==> config.mk <==
export PLATFORM = sky130hd
export DESIGN_NAME = dsrd_front
export DESIGN_NICKNAME = d
export VERILOG_FILES = /design/src/rtl/core/dsrd_pkg.sv /design/src/rtl/core/dsrd_front.sv
export SDC_FILE = /design/constraint.sdc
export NUM_CORES = 1
export LEC_CHECK = 0
export ABC_CLOCK_PERIOD_IN_PS = 2000
export BUFFER_PORTS_ARGS = -buffer_cell sky130_fd_sc_hd__buf_2
export CORE_MARGIN = 2
export CORE_UTILIZATION = 31
export DETAILED_ROUTE_END_ITERATION = 7
export GPL_TIMING_DRIVEN = 0
export PLACE_DENSITY = 0.86
export SYNTH_ARGS = -nofsm -noshare
export SYNTH_HDL_FRONTEND = slang
export SYNTH_SLANG_ARGS = --single-unit
==> constraint.sdc <==
create_clock -name clk_i -period 2 [get_ports clk_i]
set_input_delay 0.4 -clock clk_i [delete_from_list [all_inputs] [get_ports clk_i]]
set_output_delay 0.4 -clock clk_i [all_outputs]
set_load 0.03 [all_outputs]
==> src/rtl/core/dsrd_pkg.sv <==
// ----------------------------------------------------------------------------
// dsrd_pkg
// Shared widths, register indexes and types of the depth/space region
// descriptor generator.
// ----------------------------------------------------------------------------
package dsrd_pkg;

  localparam int unsigned DSRD_MAX_BLOCK = 8;
  localparam int unsigned DSRD_ADDR_BITS = 32;

  localparam int unsigned BS_W       = 4;
  localparam int unsigned BSQ_W      = 8;
  localparam int unsigned DIM_W      = 13;
  localparam int unsigned BATCH_W    = 8;
  localparam int unsigned PHASE_W    = 3;
  localparam int unsigned SLOT_W     = 14;
  localparam int unsigned FIELD_W    = 32;
  localparam int unsigned CFG_IDX_W  = 3;
  localparam int unsigned CFG_DATA_W = 13;

  localparam int unsigned QUEUE_DEPTH = 2;

  localparam logic [DIM_W-1:0] DIM_MAX = 13'd4096;

  localparam logic [CFG_IDX_W-1:0] REG_BLOCK_SIZE     = 3'd0;
  localparam logic [CFG_IDX_W-1:0] REG_DEPTH_HEIGHT   = 3'd1;
  localparam logic [CFG_IDX_W-1:0] REG_DEPTH_WIDTH    = 3'd2;
  localparam logic [CFG_IDX_W-1:0] REG_SPACE_CHANNELS = 3'd3;
  localparam logic [CFG_IDX_W-1:0] REG_LAYOUT_NHWC    = 3'd4;
  localparam logic [CFG_IDX_W-1:0] REG_ORDER_CRD      = 3'd5;
  localparam logic [CFG_IDX_W-1:0] REG_SPACE_TO_DEPTH = 3'd6;

  // effective (clamped) configuration
  typedef struct packed {
    logic [BS_W-1:0]  bs;
    logic [DIM_W-1:0] dh;
    logic [DIM_W-1:0] dw;
    logic [DIM_W-1:0] sc;
    logic             nhwc;
    logic             crd;
    logic             s2d;
  } cfg_t;

  typedef struct packed {
    logic [BATCH_W-1:0] batch;
    logic [PHASE_W-1:0] row;
    logic [PHASE_W-1:0] col;
  } item_t;

  typedef struct packed {
    logic [SLOT_W-1:0]  region_slot;
    logic [FIELD_W-1:0] read_offset;
    logic [FIELD_W-1:0] read_stride_outer;
    logic [FIELD_W-1:0] read_stride_middle;
    logic [FIELD_W-1:0] read_stride_inner;
    logic [FIELD_W-1:0] write_offset;
    logic [FIELD_W-1:0] write_stride_outer;
    logic [FIELD_W-1:0] write_stride_middle;
    logic [FIELD_W-1:0] write_stride_inner;
    logic [DIM_W-1:0]   loop_rows;
    logic [DIM_W-1:0]   loop_cols;
    logic [DIM_W-1:0]   loop_chans;
  } result_t;

  function automatic logic [DIM_W-1:0] clamp_dim(input logic [DIM_W-1:0] v);
    logic [DIM_W-1:0] r;
    r = v;
    if (v == '0) begin
      r = DIM_W'(1);
    end else if (v > DIM_MAX) begin
      r = DIM_MAX;
    end
    return r;
  endfunction

endpackage

==> src/rtl/core/dsrd_front.sv <==
// ----------------------------------------------------------------------------
// dsrd_front
// Input stage: takes items, drops those whose phase lies outside the block
// and hands the rest to the queue.
// ----------------------------------------------------------------------------
module dsrd_front (
  input  logic            clk_i,
  input  logic            rst_ni,
  input  dsrd_pkg::cfg_t  cfg_i,
  input  logic            in_valid_i,
  output logic            in_ready_o,
  input  dsrd_pkg::item_t in_item_i,
  output logic            item_valid_o,
  input  logic            item_ready_i,
  output dsrd_pkg::item_t item_o
);
  import dsrd_pkg::*;

  logic  valid_d, valid_q;
  item_t item_q;
  logic  accept;
  logic  in_block;

  assign in_ready_o = !valid_q || item_ready_i;
  assign accept     = in_valid_i && in_ready_o;
  assign in_block   = ({1'b0, in_item_i.row} < cfg_i.bs) && ({1'b0, in_item_i.col} < cfg_i.bs);

  always_comb begin
    valid_d = valid_q;
    if (accept) begin
      valid_d = in_block;
    end else if (item_ready_i) begin
      valid_d = 1'b0;
    end
  end

  always_ff @(posedge clk_i or negedge rst_ni) begin
    if (!rst_ni) begin
      valid_q <= 1'b0;
    end else begin
      valid_q <= valid_d;
    end
  end

  always_ff @(posedge clk_i) begin
    if (accept) begin
      item_q <= in_item_i;
    end
  end

  assign item_valid_o = valid_q;
  assign item_o       = item_q;

endmodule

==> results of run 1 <==
## cell families (layout without fill, tap and decap cells)
family | after synthesis | after routing | share of synthesized area [%]
fa+ha+maj | 4 | 4 | 8.734
buf+inv | 2 | 44 | 1.311
compound gates | 4 | 4 | 5.675
flops | 15 | 15 | 77.73
simple gates | 6 | 6 | 6.551
## power by group
group | internal (W) | switching [W]
clock network | 0.0000740 | 0.0000905
logic | 0.0000434 | 0.0000824
registers | 0.000370 | 0.00000501
## cell usage after synthesis
library cell	count
edfxtp_1	14
ha_1	4
nand2b_1	3
inv_1	2
a2111oi_2	1
a21oi_1	1
and2_1	1
dfrtp_1	1
nor3_1	1
nor3b_1	1
o21ai_1	1
o31ai_1	1
## final timing paths
path	from	end	slack, ns	cells after the start
min in group asynchronous	rst_ni	item_valid_o$_DFFE_PN0P_	0.43	2
hold reg to reg	item_valid_o$_DFFE_PN0P_	item_valid_o$_DFFE_PN0P_	0.55	2
setup / recovery	item_valid_o$_DFFE_PN0P_	in_ready_o	0.63	2
hold / removal	in_item_i[7]	item_o[7]$_DFFE_PP_	0.30	1
setup reg to reg	item_valid_o$_DFFE_PN0P_	item_o[9]$_DFFE_PP_	0.64	2
max in group asynchronous	rst_ni	item_valid_o$_DFFE_PN0P_	1.49	2
## worst max-delay path: stages (launching register included)
cell	delay [ns]
dfrtp_1	0.39
nand2b_1	0.10
buf_2	0.20
## through the flow
stage | cell area (µm²) | setup slack, ns | instances
after floorplan | 573.1 | 0.3699 | 31
after global routing | 827.0 | 0.5372 | 98
after CTS | 827.0 | 0.6265 | 98
after global placement | 789.5 | 0.5442 | 93
after detailed placement | 789.5 | 0.5095 | 93
final | 827.0 | 0.6341 | 98
## layout by cell type (no fill, tap or decap)
| master | n |
|---|---|
| clkbuf_4 | 3 |
| edfxtp_1 | 14 |
| buf_2 | 37 |
| dfrtp_1 | 1 |
| ha_1 | 4 |
| nor3_1 | 1 |
| a21oi_1 | 1 |
| clkinv_2 | 1 |
| o21ai_1 | 1 |
| nand2b_1 | 3 |
| o31ai_1 | 1 |
| nor3b_1 | 1 |
| a2111oi_2 | 1 |
| dlygate4sd3_1 | 1 |
| and2_1 | 1 |
| inv_1 | 2 |
## routing by layer
metal,track usage (%),vias up
met3,3.462,2
met2,20.55,26
met4,6.667,0
li1,-,204
met1,9.375,186
met5,0,-
## flip-flops by register name, summed over array words and instances (netlist names)
register and flops:
item_o 14, item_valid_o 1
## cell type report
| class | count | area [µm²] | share of cell area [%] |
|---|---|---|---|
| Clock buffer | 3 | 22.52 | 2.723 |
| Clock inverter | 1 | 5.005 | 0.6051 |
| Inverter | 2 | 7.507 | 0.9077 |
| Multi-Input combinational cell | 14 | 120.1 | 14.52 |
| Sequential cell | 15 | 445.4 | 53.86 |
| Tap cell | 25 | 31.28 | 3.782 |
| Timing Repair Buffer | 38 | 195.2 | 23.60 |
==> run metrics, run 1 <==
post-layout min period=between 1 and 1.5 ns; drt total wl=roughly 1100 µm; clock skew=about 0.0039 ns; GRT overflow=0; Final Max Tran Viols=0; number of global-route vias before repair=415; 1st-iter DRT viols=0; first-pass GRT wire length=between 1500 and 2000 µm; share of post-route cells with drive strength above 1=57.53%; Startpoint Class=flip-flop; Tightest Hold Check Type=in2reg; Mapped Nets=99; unrepaired setup endpoints after global routing=false; post-synth cell types=12; mapped cell area=roughly 570 µm²; Nets=around 140; # hold bufs at CTS=1; area of the core=approximately 1700 µm²; Total GRT Usage=a little over a tenth; Worst slew margin=61.28%; critical path data required time=1.60 ns; Highest Signal Layer=met4; clk slew on worst S/H paths=around 0.09 ns; setup tns final=0 ns; maximum vdd drop=0.2319 mV; total power=roughly 0.00066 W; DR vias=418; pin count of the biggest net entering global routing=15; post-synthesis sequential area ratio=77.73%; maximum buffer depth of the clock tree=2; CTS sink cnt=15; Worst-Skew Late Latency=between 0.2 and 0.3 ns; clk root buf=clkbuf_4; leak pwr=0.3737 nW; Top Ports=80; initial antenna violation count=0; FILL cells=around 170; vias per cell=between 4 and 5; Setup Fix Bufs, Post-CTS=0; Power Dens Cells=around 800 nW/µm²; dpl hpwl=approximately 940 µm; Mean Syn Cell Area=18.49 µm²; Die Y=47.00 µm; DIE AREA=between 2000 and 2500 µm²; gp weighted congestion=around 0.68; Final setup viols=0; Syn Inst Count=31; CTS tree=built; Hold Vio Cnt, Final=0; remaining antenna violation count after routing=0; met3 WL=146 µm; Worst Path Arrival=roughly 0.97 ns; port bufs=37; period utilisation layout=68.30%; cell taking the most area after synthesis=edfxtp_1; Antenna Cells=0; post-synth top area share=73.36%; Worst Setup Path Type=reg2out; H-tree depth=1; worst hold slack=~0.3 ns; die width=between 40 and 50 µm; CTS buffer count=3; max_cap viols=0; DR DRC count=0; Yosys warnings=0; Final Core Density=a little under half; average wire per standard cell=roughly 11 µm; metal2 WL=between 500 and 600 µm; Crit Path Max Fanout=3; TritonRoute pass-1 iters=1; #FFs+latches synth=15; Initial Utilization=33.19%; # rows=15; status=completed; Worst Tran Pin Value=0.5808 ns; top area cells in the synthesized netlist=edfxtp_1 73%, ha_1 8.7%, dfrtp_1 4.4%; Fmax=between 0.7 and 0.8 GHz; kind of end point of the critical path=output port; Area Overhead vs Synth=44.32%; metal1 wirelength=about 380 µm; CTS-repair resized insts=0
(Power assumes the default switching activity.)
==> run 2: changes to the inputs <==
--- a/config.mk
+++ b/config.mk
@@ -5,13 +5,13 @@
 export SDC_FILE = /design/constraint.sdc
 export NUM_CORES = 1
 export LEC_CHECK = 0
-export ABC_CLOCK_PERIOD_IN_PS = 2000
+export ABC_CLOCK_PERIOD_IN_PS = 1400
 export BUFFER_PORTS_ARGS = -buffer_cell sky130_fd_sc_hd__buf_2
 export CORE_MARGIN = 2
-export CORE_UTILIZATION = 31
+export CORE_UTILIZATION = 29
 export DETAILED_ROUTE_END_ITERATION = 7
 export GPL_TIMING_DRIVEN = 0
-export PLACE_DENSITY = 0.86
+export PLACE_DENSITY = 0.81
 export SYNTH_ARGS = -nofsm -noshare
 export SYNTH_HDL_FRONTEND = slang
 export SYNTH_SLANG_ARGS = --single-unit
==> constraint.sdc (replaced) <==
create_clock -name clk_i -period 1.4 [get_ports clk_i]
set_input_delay 0.28 -clock clk_i [delete_from_list [all_inputs] [get_ports clk_i]]
set_output_delay 0.28 -clock clk_i [all_outputs]
set_load 0.03 [all_outputs]
==> run metrics, run 2 (same netlist as run 1, synthesis figures left out) <==
TritonRoute pass-1 iters=2; share of post-route cells with drive strength above 1=between 50% and 60%; Total GRT Usage=about a tenth; H-tree depth=1; Area Overhead vs Synth=45.20%; Initial Utilization=between 30% and 40%; CTS-repair resized insts=0; clock skew=between 0.004 and 0.005 ns; dpl hpwl=883.8 µm; die width=between 40 and 50 µm; CTS sink cnt=15; maximum vdd drop=~0.29 mV; Fmax=approximately 0.83 GHz; placed inst area=slightly below 800 µm²; max reg flops=14; leak pwr=0.3719 nW; Final Max Tran Viols=0; pin count of the biggest net entering global routing=15; FILL cells=around 170; maximum buffer depth of the clock tree=2; clock power share=a little under a quarter; CTS tree=built; Antenna Cells=0; final setup margin=around 0.20 ns; clk root buf=clkbuf_4; Power Dens Cells=1131 nW/µm²; # hold bufs at CTS=1; commonest non-fill, non-tap cell in the layout=buf_2; DR DRC count=0; number of global-route vias before repair=roughly 420; max_cap viols=0; average wire per standard cell=10.35 µm; clk slew on worst S/H paths=~0.080 ns; DR vias=around 410; setup tns final=0 ns; Worst-Skew Late Latency=about 0.27 ns; GRT overflow=0; kind of end point of the critical path=output port; Cell Chain, Critical Path=nand2b_2 -> buf_2; Setup Fix Bufs, Post-CTS=0; critical path data required time=about 1.1 ns; final instance area=832.0 µm²; internal power=roughly 0.0007 W; port bufs=37; first-pass GRT wire length=1669 µm; initial antenna violation count=0; Final setup viols=0; Top Ports=80; # rows=16; commonest non-fill, non-tap cells in the layout=37 x buf_2, 14 x edfxtp_1, 4 x ha_1, 3 x clkbuf_4; status=completed; Worst slew margin=79.81%; DIE AREA=2347 µm²; Hold Vio Cnt, Final=0; remaining antenna violation count after routing=0; worst hold slack=roughly 0.18 ns; Worst Setup Path Type=reg2out; unrepaired setup endpoints after global routing=false; Startpoint Class=flip-flop; drt total wl=roughly 1000 µm; Die Y=a little under 50 µm; 1st-iter DRT viols=4; Seq pwr share=roughly 57%; CP max-delay cell=dfrtp_1; combinational power share=around a fifth; period utilisation layout=a little under nine tenths; pre-CTS WS=between 0.07 and 0.08 ns; Worst Path Arrival=about 0.92 ns; area of the core=1902 µm²; CTS buffer count=3; gp weighted congestion=around 0.63; Crit Path Max Fanout=3; Top Family by Delay on Critical Path=flip-flops; CP max stage delay=0.38 ns; Buf/Inv on CP=1; Worst Tran Pin Value=slightly above 0.3 ns; vias per cell=between 4 and 5; Tightest Hold Check Type=in2reg; post-layout min period=~1.2 ns; switching share of power=25.46%; Nets=around 140; switching pwr=roughly 0.00024 W
run 2: cell count changes in the layout (fill, tap and decap cells not counted), sizes merged:
| cell | change |
|---|---|
| clkbuf | +1 |
| clkinv | -1 |
run 2: worst paths after layout:
check                                         start                       end  slack (ns)  cells past startpoint
setup / recovery           item_valid_o$_DFFE_PN0P_                in_ready_o        0.20                      2
hold / removal                         in_item_i[6]       item_o[6]$_DFFE_PP_        0.18                      1
setup reg to reg           item_valid_o$_DFFE_PN0P_       item_o[8]$_DFFE_PP_        0.28                      2
hold reg to reg            item_valid_o$_DFFE_PN0P_  item_valid_o$_DFFE_PN0P_        0.53                      2
max in group asynchronous                    rst_ni  item_valid_o$_DFFE_PN0P_        1.01                      2
min in group asynchronous                    rst_ni  item_valid_o$_DFFE_PN0P_        0.30                      2
run 2: power by group through the flow:
stage	combinational, W	sequential [W]	clock, W
5_1_grt	0.000194	0.000540	0.000257
4_1_cts	0.000182	0.000536	0.000235
3_5_place_dp	0.000180	0.000547	0
3_3_place_gp	0.000176	0.000546	0
2_1_floorplan	0.0000460	0.000611	0
6_report	0.000179	0.000536	0.000226
run 2: layout make-up:
class	instances	area, µm²	share of cell area (%)
clock buffers	4	26.28	3.158
inverters	2	7.507	0.9023
multi-input cells	14	123.9	14.89
flip-flops and latches	15	445.4	53.53
well taps	27	33.78	4.060
repair buffers	38	195.2	23.46
run 2: through the flow:
stage | util (%) | std cells | power [W]
final | 43.75 | 100 | 0.0009406
after global routing | 43.75 | 100 | 0.0009906
after CTS | 43.75 | 100 | 0.0009533
after detailed placement | 41.84 | 95 | 0.0007264
after global placement | 41.84 | 95 | 0.0007222
after floorplan | - | 31 | 0.0006574
run 2: worst register-to-register path, delay by kind of cell (launching register included):
kind,cells,cell delay [ns]
and+or+nand+nor,2,0.41
DFF,1,0.38
run 2: layer usage:
layer,up-vias,wire length [µm],track usage (%)
met2,27,486,16.20
met3,0,168,6.790
met1,175,379,8.589
met5,-,0,0
met4,0,0,4.286
li1,203,-,-
