$ cat config.mk
export PLATFORM = sky130hd
export DESIGN_NAME = dsrd_queue
export DESIGN_NICKNAME = d
export VERILOG_FILES = /design/src/rtl/core/dsrd_pkg.sv /design/src/rtl/core/dsrd_queue.sv
export SDC_FILE = /design/constraint.sdc
export NUM_CORES = 1
export LEC_CHECK = 0
export ABC_CLOCK_PERIOD_IN_PS = 1700
export BUFFER_PORTS_ARGS = -buffer_cell sky130_fd_sc_hd__buf_2
export CAP_MARGIN = 5
export CORE_UTILIZATION = 43
export DETAILED_ROUTE_END_ITERATION = 10
export PLACE_DENSITY = 0.77
export SETUP_SLACK_MARGIN = 0.5
export SLEW_MARGIN = 20
export SYNTH_ARGS = -nofsm -noshare
export SYNTH_HDL_FRONTEND = slang
export SYNTH_SLANG_ARGS = --single-unit
$ cat constraint.sdc
create_clock -name clk_i -period 1.7 [get_ports clk_i]
set_clock_uncertainty 0.15 [all_clocks]
set_input_delay 0.17 -clock clk_i [delete_from_list [all_inputs] [get_ports clk_i]]
set_output_delay 0.17 -clock clk_i [all_outputs]
set_load 0.01 [all_outputs]
$ cat src/rtl/core/dsrd_pkg.sv
// ----------------------------------------------------------------------------
// dsrd_pkg
// Shared widths, register indexes and types of the depth/space region
// descriptor generator.
// ----------------------------------------------------------------------------
package dsrd_pkg;

  localparam int unsigned DSRD_MAX_BLOCK = 8;
  localparam int unsigned DSRD_ADDR_BITS = 32;

  localparam int unsigned BS_W       = 4;
  localparam int unsigned BSQ_W      = 8;
  localparam int unsigned DIM_W      = 13;
  localparam int unsigned BATCH_W    = 8;
  localparam int unsigned PHASE_W    = 3;
  localparam int unsigned SLOT_W     = 14;
  localparam int unsigned FIELD_W    = 32;
  localparam int unsigned CFG_IDX_W  = 3;
  localparam int unsigned CFG_DATA_W = 13;

  localparam int unsigned QUEUE_DEPTH = 2;

  localparam logic [DIM_W-1:0] DIM_MAX = 13'd4096;

  localparam logic [CFG_IDX_W-1:0] REG_BLOCK_SIZE     = 3'd0;
  localparam logic [CFG_IDX_W-1:0] REG_DEPTH_HEIGHT   = 3'd1;
  localparam logic [CFG_IDX_W-1:0] REG_DEPTH_WIDTH    = 3'd2;
  localparam logic [CFG_IDX_W-1:0] REG_SPACE_CHANNELS = 3'd3;
  localparam logic [CFG_IDX_W-1:0] REG_LAYOUT_NHWC    = 3'd4;
  localparam logic [CFG_IDX_W-1:0] REG_ORDER_CRD      = 3'd5;
  localparam logic [CFG_IDX_W-1:0] REG_SPACE_TO_DEPTH = 3'd6;

  // effective (clamped) configuration
  typedef struct packed {
    logic [BS_W-1:0]  bs;
    logic [DIM_W-1:0] dh;
    logic [DIM_W-1:0] dw;
    logic [DIM_W-1:0] sc;
    logic             nhwc;
    logic             crd;
    logic             s2d;
  } cfg_t;

  typedef struct packed {
    logic [BATCH_W-1:0] batch;
    logic [PHASE_W-1:0] row;
    logic [PHASE_W-1:0] col;
  } item_t;

  typedef struct packed {
    logic [SLOT_W-1:0]  region_slot;
    logic [FIELD_W-1:0] read_offset;
    logic [FIELD_W-1:0] read_stride_outer;
    logic [FIELD_W-1:0] read_stride_middle;
    logic [FIELD_W-1:0] read_stride_inner;
    logic [FIELD_W-1:0] write_offset;
    logic [FIELD_W-1:0] write_stride_outer;
    logic [FIELD_W-1:0] write_stride_middle;
    logic [FIELD_W-1:0] write_stride_inner;
    logic [DIM_W-1:0]   loop_rows;
    logic [DIM_W-1:0]   loop_cols;
    logic [DIM_W-1:0]   loop_chans;
  } result_t;

  function automatic logic [DIM_W-1:0] clamp_dim(input logic [DIM_W-1:0] v);
    logic [DIM_W-1:0] r;
    r = v;
    if (v == '0) begin
      r = DIM_W'(1);
    end else if (v > DIM_MAX) begin
      r = DIM_MAX;
    end
    return r;
  endfunction

endpackage

$ cat src/rtl/core/dsrd_queue.sv
// ----------------------------------------------------------------------------
// dsrd_queue
// Short item queue between the input stage and the descriptor pipeline.
// ----------------------------------------------------------------------------
module dsrd_queue (
  input  logic            clk_i,
  input  logic            rst_ni,
  input  logic            push_valid_i,
  output logic            push_ready_o,
  input  dsrd_pkg::item_t push_item_i,
  output logic            pop_valid_o,
  input  logic            pop_ready_i,
  output dsrd_pkg::item_t pop_item_o
);
  import dsrd_pkg::*;

  localparam int unsigned PTR_W = (QUEUE_DEPTH > 1) ? $clog2(QUEUE_DEPTH) : 1;
  localparam int unsigned CNT_W = $clog2(QUEUE_DEPTH + 1);
  localparam logic [PTR_W-1:0] PTR_LAST = PTR_W'(QUEUE_DEPTH - 1);
  localparam logic [CNT_W-1:0] CNT_FULL = CNT_W'(QUEUE_DEPTH);

  item_t            entry_q [QUEUE_DEPTH];
  logic [PTR_W-1:0] wr_ptr_d, wr_ptr_q;
  logic [PTR_W-1:0] rd_ptr_d, rd_ptr_q;
  logic [CNT_W-1:0] cnt_d, cnt_q;
  logic             push, pop;

  assign push_ready_o = (cnt_q != CNT_FULL);
  assign pop_valid_o  = (cnt_q != '0);
  assign push         = push_valid_i && push_ready_o;
  assign pop          = pop_valid_o && pop_ready_i;
  assign pop_item_o   = entry_q[rd_ptr_q];

  always_comb begin
    wr_ptr_d = wr_ptr_q;
    rd_ptr_d = rd_ptr_q;
    cnt_d    = cnt_q;
    if (push) begin
      wr_ptr_d = (wr_ptr_q == PTR_LAST) ? '0 : wr_ptr_q + PTR_W'(1);
    end
    if (pop) begin
      rd_ptr_d = (rd_ptr_q == PTR_LAST) ? '0 : rd_ptr_q + PTR_W'(1);
    end
    if (push && !pop) begin
      cnt_d = cnt_q + CNT_W'(1);
    end else if (pop && !push) begin
      cnt_d = cnt_q - CNT_W'(1);
    end
  end

  always_ff @(posedge clk_i or negedge rst_ni) begin
    if (!rst_ni) begin
      wr_ptr_q <= '0;
      rd_ptr_q <= '0;
      cnt_q    <= '0;
    end else begin
      wr_ptr_q <= wr_ptr_d;
      rd_ptr_q <= rd_ptr_d;
      cnt_q    <= cnt_d;
    end
  end

  always_ff @(posedge clk_i) begin
    if (push) begin
      entry_q[wr_ptr_q] <= push_item_i;
    end
  end

endmodule

==> summary.txt, run 1 <==
Status
  – Status: complete, no violations

Routing
  – Vias: approximately 780
  – Drt drc: 0
  – Final ANT Viol Nets: 0
  – DR WL/cell: ~15 um
  – First DRT Iteration DRCs: 18
  – Vias per std cell: 4.71
  – Drt first pass iters: 4
  – Post-Route WL: 2.45 mm

Final layout
  – Area of the multi-input gates: about 380 um2
  – Area grow syn2layout: 63.2%
  – Reg area: 943 um2
  – Layout Nets: 153
  – Fill cells: 182
  – Layout cell share with drive strength beyond 1: 0.630
  – Most frequent cells in the layout: edfxtp_1, buf_6, buf_2
  – Most common cell after layout, fill and taps aside: edfxtp_1
  – # diodes: 0

Timing
  – Endpoints failing hold: 0
  – RSZ-0062 raised after global routing: yes
  – Min Tclk post-route: 1700 ps
  – Hold slack: 7.42 ps
  – Fmax: 589 MHz
  – Tcrit/Tclk final: 0.998
  – Slew Viols, Final: 0
  – Worst-Margin Slew: 283 ps
  – # setup viols final: 0
  – Worst relative slew slack: 0.811

Clock tree
  – Clock Latency Late Sink: 340 ps
  – H-tree levels: 2
  – CTS Buf Count: 5
  – Root Buffer: clkbuf_4
  – Clock Tree Buf Depth: 2
  – Worst-path clk slew: 90 ps
  – CTS sink count: 32
  – CTS tree: yes

Setup path
  – WP data required: 1380 ps
  – CP max-delay cell: dfrtp_2
  – Worst path max stage delay: 460 ps
  – Largest fanout on the critical path: 6
  – Critical-path cell list: clkbuf_16 > mux2_4 > buf_6
  – Kind of end point of the critical path: output pin
  – Worst setup SP type: flip-flop
  – Crit path DAT: 1380 ps
  – Kind of critical path: flip-flop to output pin

Synth
  – Mapped Nets: 81
  – Syn Inst Count: slightly above 60
  – Yosys synthesis warning count: 0
  – Post-synthesis sequential area ratio: 0.741
  – Post-Syn Area: approximately 1300 um2
  – Mapped Avg Cell Area: 20.5 um2
  – Synth cell types: 16
  – #FFs+latches synth: 32

Floorplan
  – Placeable Area: 2780 um2
  – Initial core utilization: 0.457
  – Ports: 34
  – Die width: 56.3 um
  – Die H: roughly 56 um
  – Site Rows: 19
  – Die area: 3170 um2

Global route
  – Total GRT Usage: 0.157
  – Initial antenna violation count: 0
  – Vias in the first global route: 778
  – Wire length of the first global-routing pass: 3.52 mm
  – Largest net degree at the start of global routing: 13
  – Total grt overflow: 0

Place
  – Final HPWL DP: 1.28 mm
  – Port bufs: 33
  – GPL Wtd Cong: approximately 0.63

Run
  – Max cap viols: 0

Worst hold path
  – Type of the most critical hold path: input port to async pin

Pwr
  – Lkg Pwr: 0.880 nW
  – PnR Total Power: between 0.003 and 0.004 W
  – PD cells: approximately 1700 nW/um2
  – Worst vdd ir: 1.55 mV
state kept, by name, summed over array words and instances, names as in the netlist:
name,cells
cnt_q,2
rd_ptr_q,1
entry_q,28
wr_ptr_q,1
power by group:
part | internal [W] | leakage (nW) | switching, W
Clock | 0.000197 | 0.0380 | 0.000256
Combinational | 0.00115 | 0.537 | 0.000645
Sequential | 0.00109 | 0.305 | 0.000115
routing by layer:
metal | vias to the layer above | share of wire | track usage
met4 | 0 | 0.011 | 0.0523
met1 | 374 | 0.41 | 0.170
met3 | 3 | 0.046 | 0.0760
met5 | - | 0 | 0
met2 | 27 | 0.54 | 0.269
li1 | 378 | - | -
through the flow:
step | utilization | setup slack [ps] | setup TNS (ps) | cells | area (um2)
floorplan | - | 222 | 0 | 62 | 1310
global placement | 0.538 | 226 | 0 | 126 | 1500
detailed placement | 0.538 | 122 | 0 | 126 | 1500
CTS | 0.689 | -6.78 | -6.78 | 159 | 1920
global route | 0.745 | -58.2 | -617 | 166 | 2070
finish | 0.745 | 2.91 | 0 | 166 | 2070
worst max-delay path: cells and delay by family (launching register included):
family / cells / cell delay, ps
buffers and inverters: 2 / 290
multiplexers: 1 / 300
flip-flops: 1 / 460
synthesized netlist by cell type (all sizes together):
| library cell | n | area share |
|---|---|---|
| edfxtp | 28 | 0.66 |
| mux2 | 14 | 0.15 |
| dfrtp | 4 | 0.079 |
| xnor2 | 3 | 0.021 |
| buf | 2 | 0.025 |
| nand2 | 2 | 0.0079 |
| nor2 | 2 | 0.0059 |
| xor2 | 2 | 0.014 |
| and3 | 1 | 0.0049 |
| ha | 1 | 0.0099 |
| inv | 1 | 0.0030 |
| nand2b | 1 | 0.011 |
| or2 | 1 | 0.0069 |
area by class of cell:
class,instances,share of cell area
Multi-Input combinational cell,28,0.182
Tap cell,31,0.0187
Timing Repair Buffer,66,0.312
Sequential cell,32,0.455
Clock buffer,6,0.0248
Clock inverter,2,0.00483
Inverter,1,0.00302
worst paths after layout:
| path | to | startpoint | cells past startpoint | slack [ps] |
|---|---|---|---|---|
| setup / recovery | pop_item_o[7] | rd_ptr_q$_DFFE_PN0P_ | 3 | 3 |
| hold / removal | cnt_q[1]$_DFFE_PN0P_ | rst_ni | 2 | 7 |
| setup reg to reg | cnt_q[1]$_DFFE_PN0P_ | cnt_q[0]$_DFFE_PN0P_ | 7 | 80 |
| hold reg to reg | cnt_q[1]$_DFFE_PN0P_ | cnt_q[1]$_DFFE_PN0P_ | 2 | 480 |
| max in group asynchronous | wr_ptr_q$_DFFE_PN0P_ | rst_ni | 3 | 700 |
| min in group clk_i | cnt_q[0]$_DFFE_PN0P_ | pop_ready_i | 4 | 110 |
cell families after synthesis:
group                    Yosys count  synth area share
XOR/XNOR                           5            0.0345
buffers and inverters              3            0.0276
adder cells (fa/ha/maj)            1           0.00985
multiplexers                      14             0.151
flip-flops                        32             0.741
AND/OR/NAND/NOR                    7            0.0365
what timing repair did:
| action | in CTS | in global routing |
|---|---|---|
| resized for setup | 20 | 17 |
| endpoints found under the setup margin | 46 | 47 |
| pin swaps | 3 | 6 |
| hold buffers | 16 | 0 |
| cloned | 2 | 1 |
| endpoints found under the hold margin | 33 | 0 |
| setup buffers | 7 | 6 |
(Power assumes the default switching activity.)
==> inputs of run 2 (changes only) <==
PLACE_DENSITY = 0.76   (was 0.77)
SLEW_MARGIN = unset   (was 20)
==> summary.txt, run 2 (synthesized netlist as in run 1, its figures left out) <==
Place
  – GPL Wtd Cong: 0.601 (-5.3%)
  – Port bufs: 33 (unchanged)
  – Placed cell count: 126 (unchanged)

Setup path
  – R2r setup slk: 130 ps (+50 ps)
  – Kind of end point of the critical path: output pin
  – Top delay family on crit path: flip-flops
  – Launching point of the worst reg2reg path: cnt_q[0]$_DFFE_PN0P_
  – Worst path max stage delay: 400 ps (-60 ps)
  – WP buf/inv: 2 (unchanged)
  – R2R depth: 7 (unchanged)
  – Critical-path cell list: buf_6 > mux2_4 > buf_6
  – Crit path DAT: 1300 ps (-80 ps)
  – Largest fanout on the critical path: 8 (+2)
  – Kind of critical path: flip-flop to output pin
  – WP data required: 1380 ps (about the same)
  – R2r endpoint: cnt_q[1]$_DFFE_PN0P_
  – CP max-delay cell: dfrtp_1
  – Worst setup SP type: flip-flop
  – Worst path most repeated cell: buf_6

Final layout
  – Reg area: 942 um2 (-0.13%)
  – Layout Nets: 149 (-2.6%)
  – Max reg flops: 28 (unchanged)
  – Fill cells: 174 (-4.4%)
  – Finished Layout Cells: 161 (-3.0%)
  – Most common cell after layout, fill and taps aside: edfxtp_1
  – Layout cell share with drive strength beyond 1: 0.592 (-0.0373)
  – Area of the multi-input gates: 369 um2 (-2.0%)
  – Area grow syn2layout: 55.8%
  – Most frequent cells in the layout: edfxtp_1, buf_6, buf_2
  – Top Registers: entry_q (28), cnt_q (2)
  – # diodes: 0 (unchanged)
  – Biggest register: entry_q

Floorplan
  – Die H: 56.3 um (unchanged)
  – Die area: 3170 um2 (unchanged)
  – Site Rows: 19 (unchanged)
  – Ports: 34 (unchanged)
  – Placeable Area: 2780 um2 (unchanged)
  – Die width: 56.3 um (unchanged)
  – Initial core utilization: 0.457 (unchanged)

Timing
  – Worst-Margin Slew: 222 ps (-61.4 ps)
  – Setup TNS: 0 ps (unchanged)
  – Slew Viols, Final: 0 (unchanged)
  – Endpoints failing hold: 0 (unchanged)
  – Tcrit/Tclk final: 0.954 (-0.0439)
  – # setup viols final: 0 (unchanged)
  – Fmax: 616 MHz (+4.6%)
  – RSZ-0062 raised after global routing: yes
  – Min Tclk post-route: 1620 ps (-74.7 ps)
  – Worst relative slew slack: 0.852 (+0.0410)

Routing
  – Vias per std cell: 4.70 (-0.19%)
  – Final ANT Viol Nets: 0 (unchanged)
  – Post-Route WL: 2.29 mm (-6.2%)
  – DR WL/cell: 14.2 um (-3.3%)
  – Vias: 757 (-3.2%)
  – Drt drc: 0 (unchanged)
  – First DRT Iteration DRCs: 30 (+12)
  – Drt first pass iters: 3 (-1)

Global route
  – Wire length of the first global-routing pass: 3.63 mm (+3.1%)
  – Vias in the first global route: 821 (+5.5%)
  – Largest net degree at the start of global routing: 10 (-3)
  – Total GRT Usage: 0.164 (+0.00673)
  – Initial antenna violation count: 0 (unchanged)
  – Total grt overflow: 0 (unchanged)

Clock tree
  – Clock Latency Late Sink: 320 ps (-20 ps)
  – CTS tree: yes
  – CTS sink count: 32 (unchanged)
  – Root Buffer: clkbuf_4
  – CTS Buf Count: 5 (unchanged)
  – Worst-path clk slew: 80 ps (about the same)
  – Clock Tree Buf Depth: 2 (unchanged)
  – H-tree levels: 2 (unchanged)

Pwr
  – Worst vdd ir: 1.26 mV (-19%)
  – Lkg Pwr: 0.832 nW (-5.4%)
  – PD cells: 1610 nW/um2 (-3.5%)

Status
  – Status: complete, no violations

Worst hold path
  – Type of the most critical hold path: input port to async pin

Run
  – Max cap viols: 0 (unchanged)
run 2: changes by cell type in the layout (fill, tap and decap cells not counted), moves of 2 or more:
cell      change
buf_12        -2
clkinv_2      -2
buf_2         -2
clkinv_1      +2
run 2: per-layer routing:
metal / part of all wire / wire (um) / vias up / global-route usage
met5: 0 / 0 / - / 0
met4: 0.026 / 60 / 0 / 0.0941
met3: 0.048 / 109 / 7 / 0.0507
met2: 0.50 / 1150 / 26 / 0.260
met1: 0.42 / 970 / 353 / 0.197
li1: - / - / 371 / -
run 2: per-stage QoR:
step / setup WS (ps) / total power [W] / hold WS (ps) / area, um2 / utilization
2_1_floorplan: 222 / 0.00195 / -276 / 1310 / -
3_3_place_gp: 223 / 0.00216 / -171 / 1500 / 0.538
3_5_place_dp: 121 / 0.00220 / -166 / 1500 / 0.538
4_1_cts: 62.2 / 0.00310 / 9.11 / 1920 / 0.692
5_1_grt: 14.6 / 0.00333 / 21.8 / 1980 / 0.711
6_report: 77.6 / 0.00318 / 16.0 / 1980 / 0.711
run 2: worst max path at each step:
stage                         startpoint                    to  slack [ps]  cells past startpoint
detailed placement  cnt_q[0]$_DFFE_PN0P_  cnt_q[1]$_DFFE_PN0P_         120                      7
finish              rd_ptr_q$_DFFE_PN0P_         pop_item_o[7]          80                      3
global placement    cnt_q[1]$_DFFE_PN0P_  cnt_q[1]$_DFFE_PN0P_         220                      6
CTS                 rd_ptr_q$_DFFE_PN0P_        pop_item_o[13]          60                      3
global route        rd_ptr_q$_DFFE_PN0P_        pop_item_o[13]          10                      3
floorplan           cnt_q[1]$_DFFE_PN0P_  cnt_q[1]$_DFFE_PN0P_         220                      6
run 2: layout make-up:
class                           instances  area share
Sequential cell                        32       0.476
Clock buffer                            5      0.0190
Tap cell                               31      0.0196
Timing Repair Buffer                   62       0.293
Clock inverter                          2     0.00380
Inverter                                1     0.00190
Multi-Input combinational cell         28       0.187
run 2: power by group:
part | internal, W | switching [W] | leakage (nW) | total (W)
registers | 0.00109 | 0.0000947 | 0.306 | 0.00118
logic | 0.00101 | 0.000605 | 0.501 | 0.00162
clock network | 0.000144 | 0.000234 | 0.0261 | 0.000378
total | 0.00225 | 0.000934 | 0.832 | 0.00318
run 2: what timing repair did:
action                                  4_1_cts  5_1_grt
buffers inserted                              7        4
hold buffers                                 15        0
pin swaps                                     4        3
endpoints found under the setup margin       46       47
gates cloned                                  2        0
hold endpoints to repair                     32        0
resized for setup                            26        6
==> inputs of run 3 (changes only) <==
ABC_CLOCK_PERIOD_IN_PS = 1380   (was 1700)
SETUP_SLACK_MARGIN = unset   (was 0.5)
clock period = 1.38 ns   (was 1.7 ns; I/O delays follow)
==> summary.txt, run 3 (synthesized netlist as in run 1, its figures left out) <==
Global route
  – Wire length of the first global-routing pass: 3.33 mm (-8.2%)
  – Initial antenna violation count: 0 (unchanged)
  – Largest net degree at the start of global routing: 15 (+5)
  – Total GRT Usage: 0.150 (-0.0136)
  – Total grt overflow: 0 (unchanged)
  – Vias in the first global route: 769 (-6.3%)

Floorplan
  – Ports: 34 (unchanged)
  – Initial core utilization: 0.457 (unchanged)
  – Die H: 56.3 um (unchanged)
  – Die area: 3170 um2 (unchanged)
  – Die width: 56.3 um (unchanged)
  – Placeable Area: 2780 um2 (unchanged)
  – Site Rows: 19 (unchanged)

Final layout
  – Area grow syn2layout: 52.7%
  – Layout cell share with drive strength beyond 1: 0.583 (-0.00963)
  – Fin area: 1940 um2 (-2.0%)
  – Fill cells: 194 (+11%)
  – Layout Nets: 146 (-2.0%)
  – Most frequent cells in the layout: edfxtp_1, buf_2, buf_6
  – Most common cell after layout, fill and taps aside: edfxtp_1
  – Top Registers: entry_q (28), cnt_q (2)
  – # diodes: 0 (unchanged)
  – Max reg flops: 28 (unchanged)
  – Biggest register: entry_q

Setup path
  – WP depth: 3 (unchanged)
  – Worst path most repeated cell: buf_6
  – R2r setup slk: -130 ps (-260 ps)
  – CP max-delay cell: dfrtp_1
  – R2R depth: 6 (-1)
  – Worst setup SP type: flip-flop
  – Launching point of the worst reg2reg path: cnt_q[1]$_DFFE_PN0P_
  – Kind of end point of the critical path: output pin
  – Critical-path cell list: buf_6 > mux2_4 > buf_6
  – Top delay family on crit path: flip-flops
  – CP Capture Point: pop_item_o[3]
  – WP buf/inv: 2 (unchanged)
  – Crit path DAT: 1330 ps (+30 ps)
  – Critical path origin: rd_ptr_q$_DFFE_PN0P_
  – Worst path max stage delay: 430 ps (+30 ps)
  – Largest fanout on the critical path: 6 (-2)
  – WP data required: 1090 ps (-290 ps)
  – R2r endpoint: cnt_q[1]$_DFFE_PN0P_
  – Kind of critical path: flip-flop to output pin

Clock tree
  – CTS tree: yes
  – H-tree levels: 2 (unchanged)
  – CTS sink count: 32 (unchanged)
  – Clock Latency Late Sink: 310 ps (about the same)
  – Clock Tree Buf Depth: 2 (unchanged)
  – CTS Buf Count: 5 (unchanged)
  – Root Buffer: clkbuf_4
  – Worst-path clk slew: 80 ps (about the same)

Timing
  – Endpoints failing hold: 0 (unchanged)
  – RSZ-0062 raised after global routing: yes
  – Setup WS post-layout: -242 ps (-319 ps)
  – Tcrit/Tclk final: 1.18
  – Min Tclk post-route: ~1600 ps
  – Slew Viols, Final: 0 (unchanged)
  – Worst-Margin Slew: 207 ps (-15.0 ps)
  – # setup viols final: 26 (+26)
  – Fmax: 617 MHz
  – Worst relative slew slack: 0.862 (+0.00952)

Worst hold path
  – Type of the most critical hold path: input port to flip-flop
  – Hold Crit Start: pop_ready_i

Run
  – Max cap viols: 0 (unchanged)

Routing
  – Drt drc: 0 (unchanged)
  – Post-Route WL: 2.04 mm (-11%)
  – Final ANT Viol Nets: 0 (unchanged)
  – Drt first pass iters: 4 (+1)
  – DR WL/cell: 12.9 um (-9.3%)
  – First DRT Iteration DRCs: 15 (-50%)
  – Vias per std cell: 4.72 (+0.28%)
  – Vias: 745 (-1.6%)

Pwr
  – PnR Total Power: 0.00382 W (+20%)
  – Worst vdd ir: 1.59 mV (+26%)
  – Lkg Pwr: 0.811 nW (-2.5%)
  – PD cells: 1970 nW/um2 (+22%)

Place
  – GPL Wtd Cong: 0.587 (-2.2%)
  – Port bufs: 33 (unchanged)
  – Final HPWL DP: about 1.3 mm
  – DP Area: 1580 um2 (+5.8%)

Status
  – Status: finished with violations
  – Failing checks: negative setup slack
[run 3: worst min path at each step]
| stage | endpoint | slack [ps] | cells after the start |
|---|---|---|---|
| final | rd_ptr_q$_DFFE_PN0P_ | 50 | 4 |
| after global routing | rd_ptr_q$_DFFE_PN0P_ | 30 | 4 |
| after CTS | rd_ptr_q$_DFFE_PN0P_ | 30 | 4 |
| after detailed placement | wr_ptr_q$_DFFE_PN0P_ | -200 | 1 |
| after global placement | wr_ptr_q$_DFFE_PN0P_ | -200 | 1 |
| after floorplan | cnt_q[0]$_DFFE_PN0P_ | -310 | 0 |
[run 3: per-layer routing]
metal,share of wire,GRT usage,up-vias,wire (um)
li1,-,-,360,-
met1,0.40,0.142,356,822
met2,0.53,0.270,24,1080
met3,0.044,0.0484,5,89
met4,0.024,0.105,0,50
met5,0,0,-,0
[run 3: power by group]
| group | internal (W) | switching, W |
|---|---|---|
| sequential | 0.00134 | 0.000112 |
| clock | 0.000177 | 0.000276 |
| combinational | 0.00119 | 0.000724 |
[run 3: worst register-to-register path: stages, from the launching register on]
cell and delay, ps:
dfrtp_1 430, or2_4 270, nand2_4 70, ha_4 130, xor2_2 150, nor2_2 50
xor2_1 140
[run 3: layout make-up]
class                      count  area (um2)  area share
clock buffer                   5        37.5      0.0194
tap                           31        38.8      0.0200
multi-input combinational     27         364       0.188
timing repair buffer          60         547       0.282
clock inverter                 2        7.51     0.00387
inverter                       1        3.75     0.00194
sequential                    32         941       0.485
[run 3: stage by stage]
| step | worst slack, ps | TNS, ps | util | hold slack [ps] | instances |
|---|---|---|---|---|---|
| floorplan | -98.3 | -98.3 | - | -308 | 62 |
| global placement | -77.1 | -77.1 | 0.569 | -202 | 133 |
| detailed placement | -132 | -453 | 0.569 | -199 | 133 |
| CTS | -262 | -3870 | 0.692 | 32.8 | 157 |
| global route | -296 | -5230 | 0.697 | 26.2 | 158 |
| finish | -242 | -3480 | 0.697 | 46.3 | 158 |
[run 3: what timing repair did]
action,in CTS,in global routing
endpoints found under the setup margin,30,31
endpoints found under the hold margin,32,0
buffers inserted,1,1
gates resized for setup,24,1
pin swaps,2,0
hold buffers,16,0
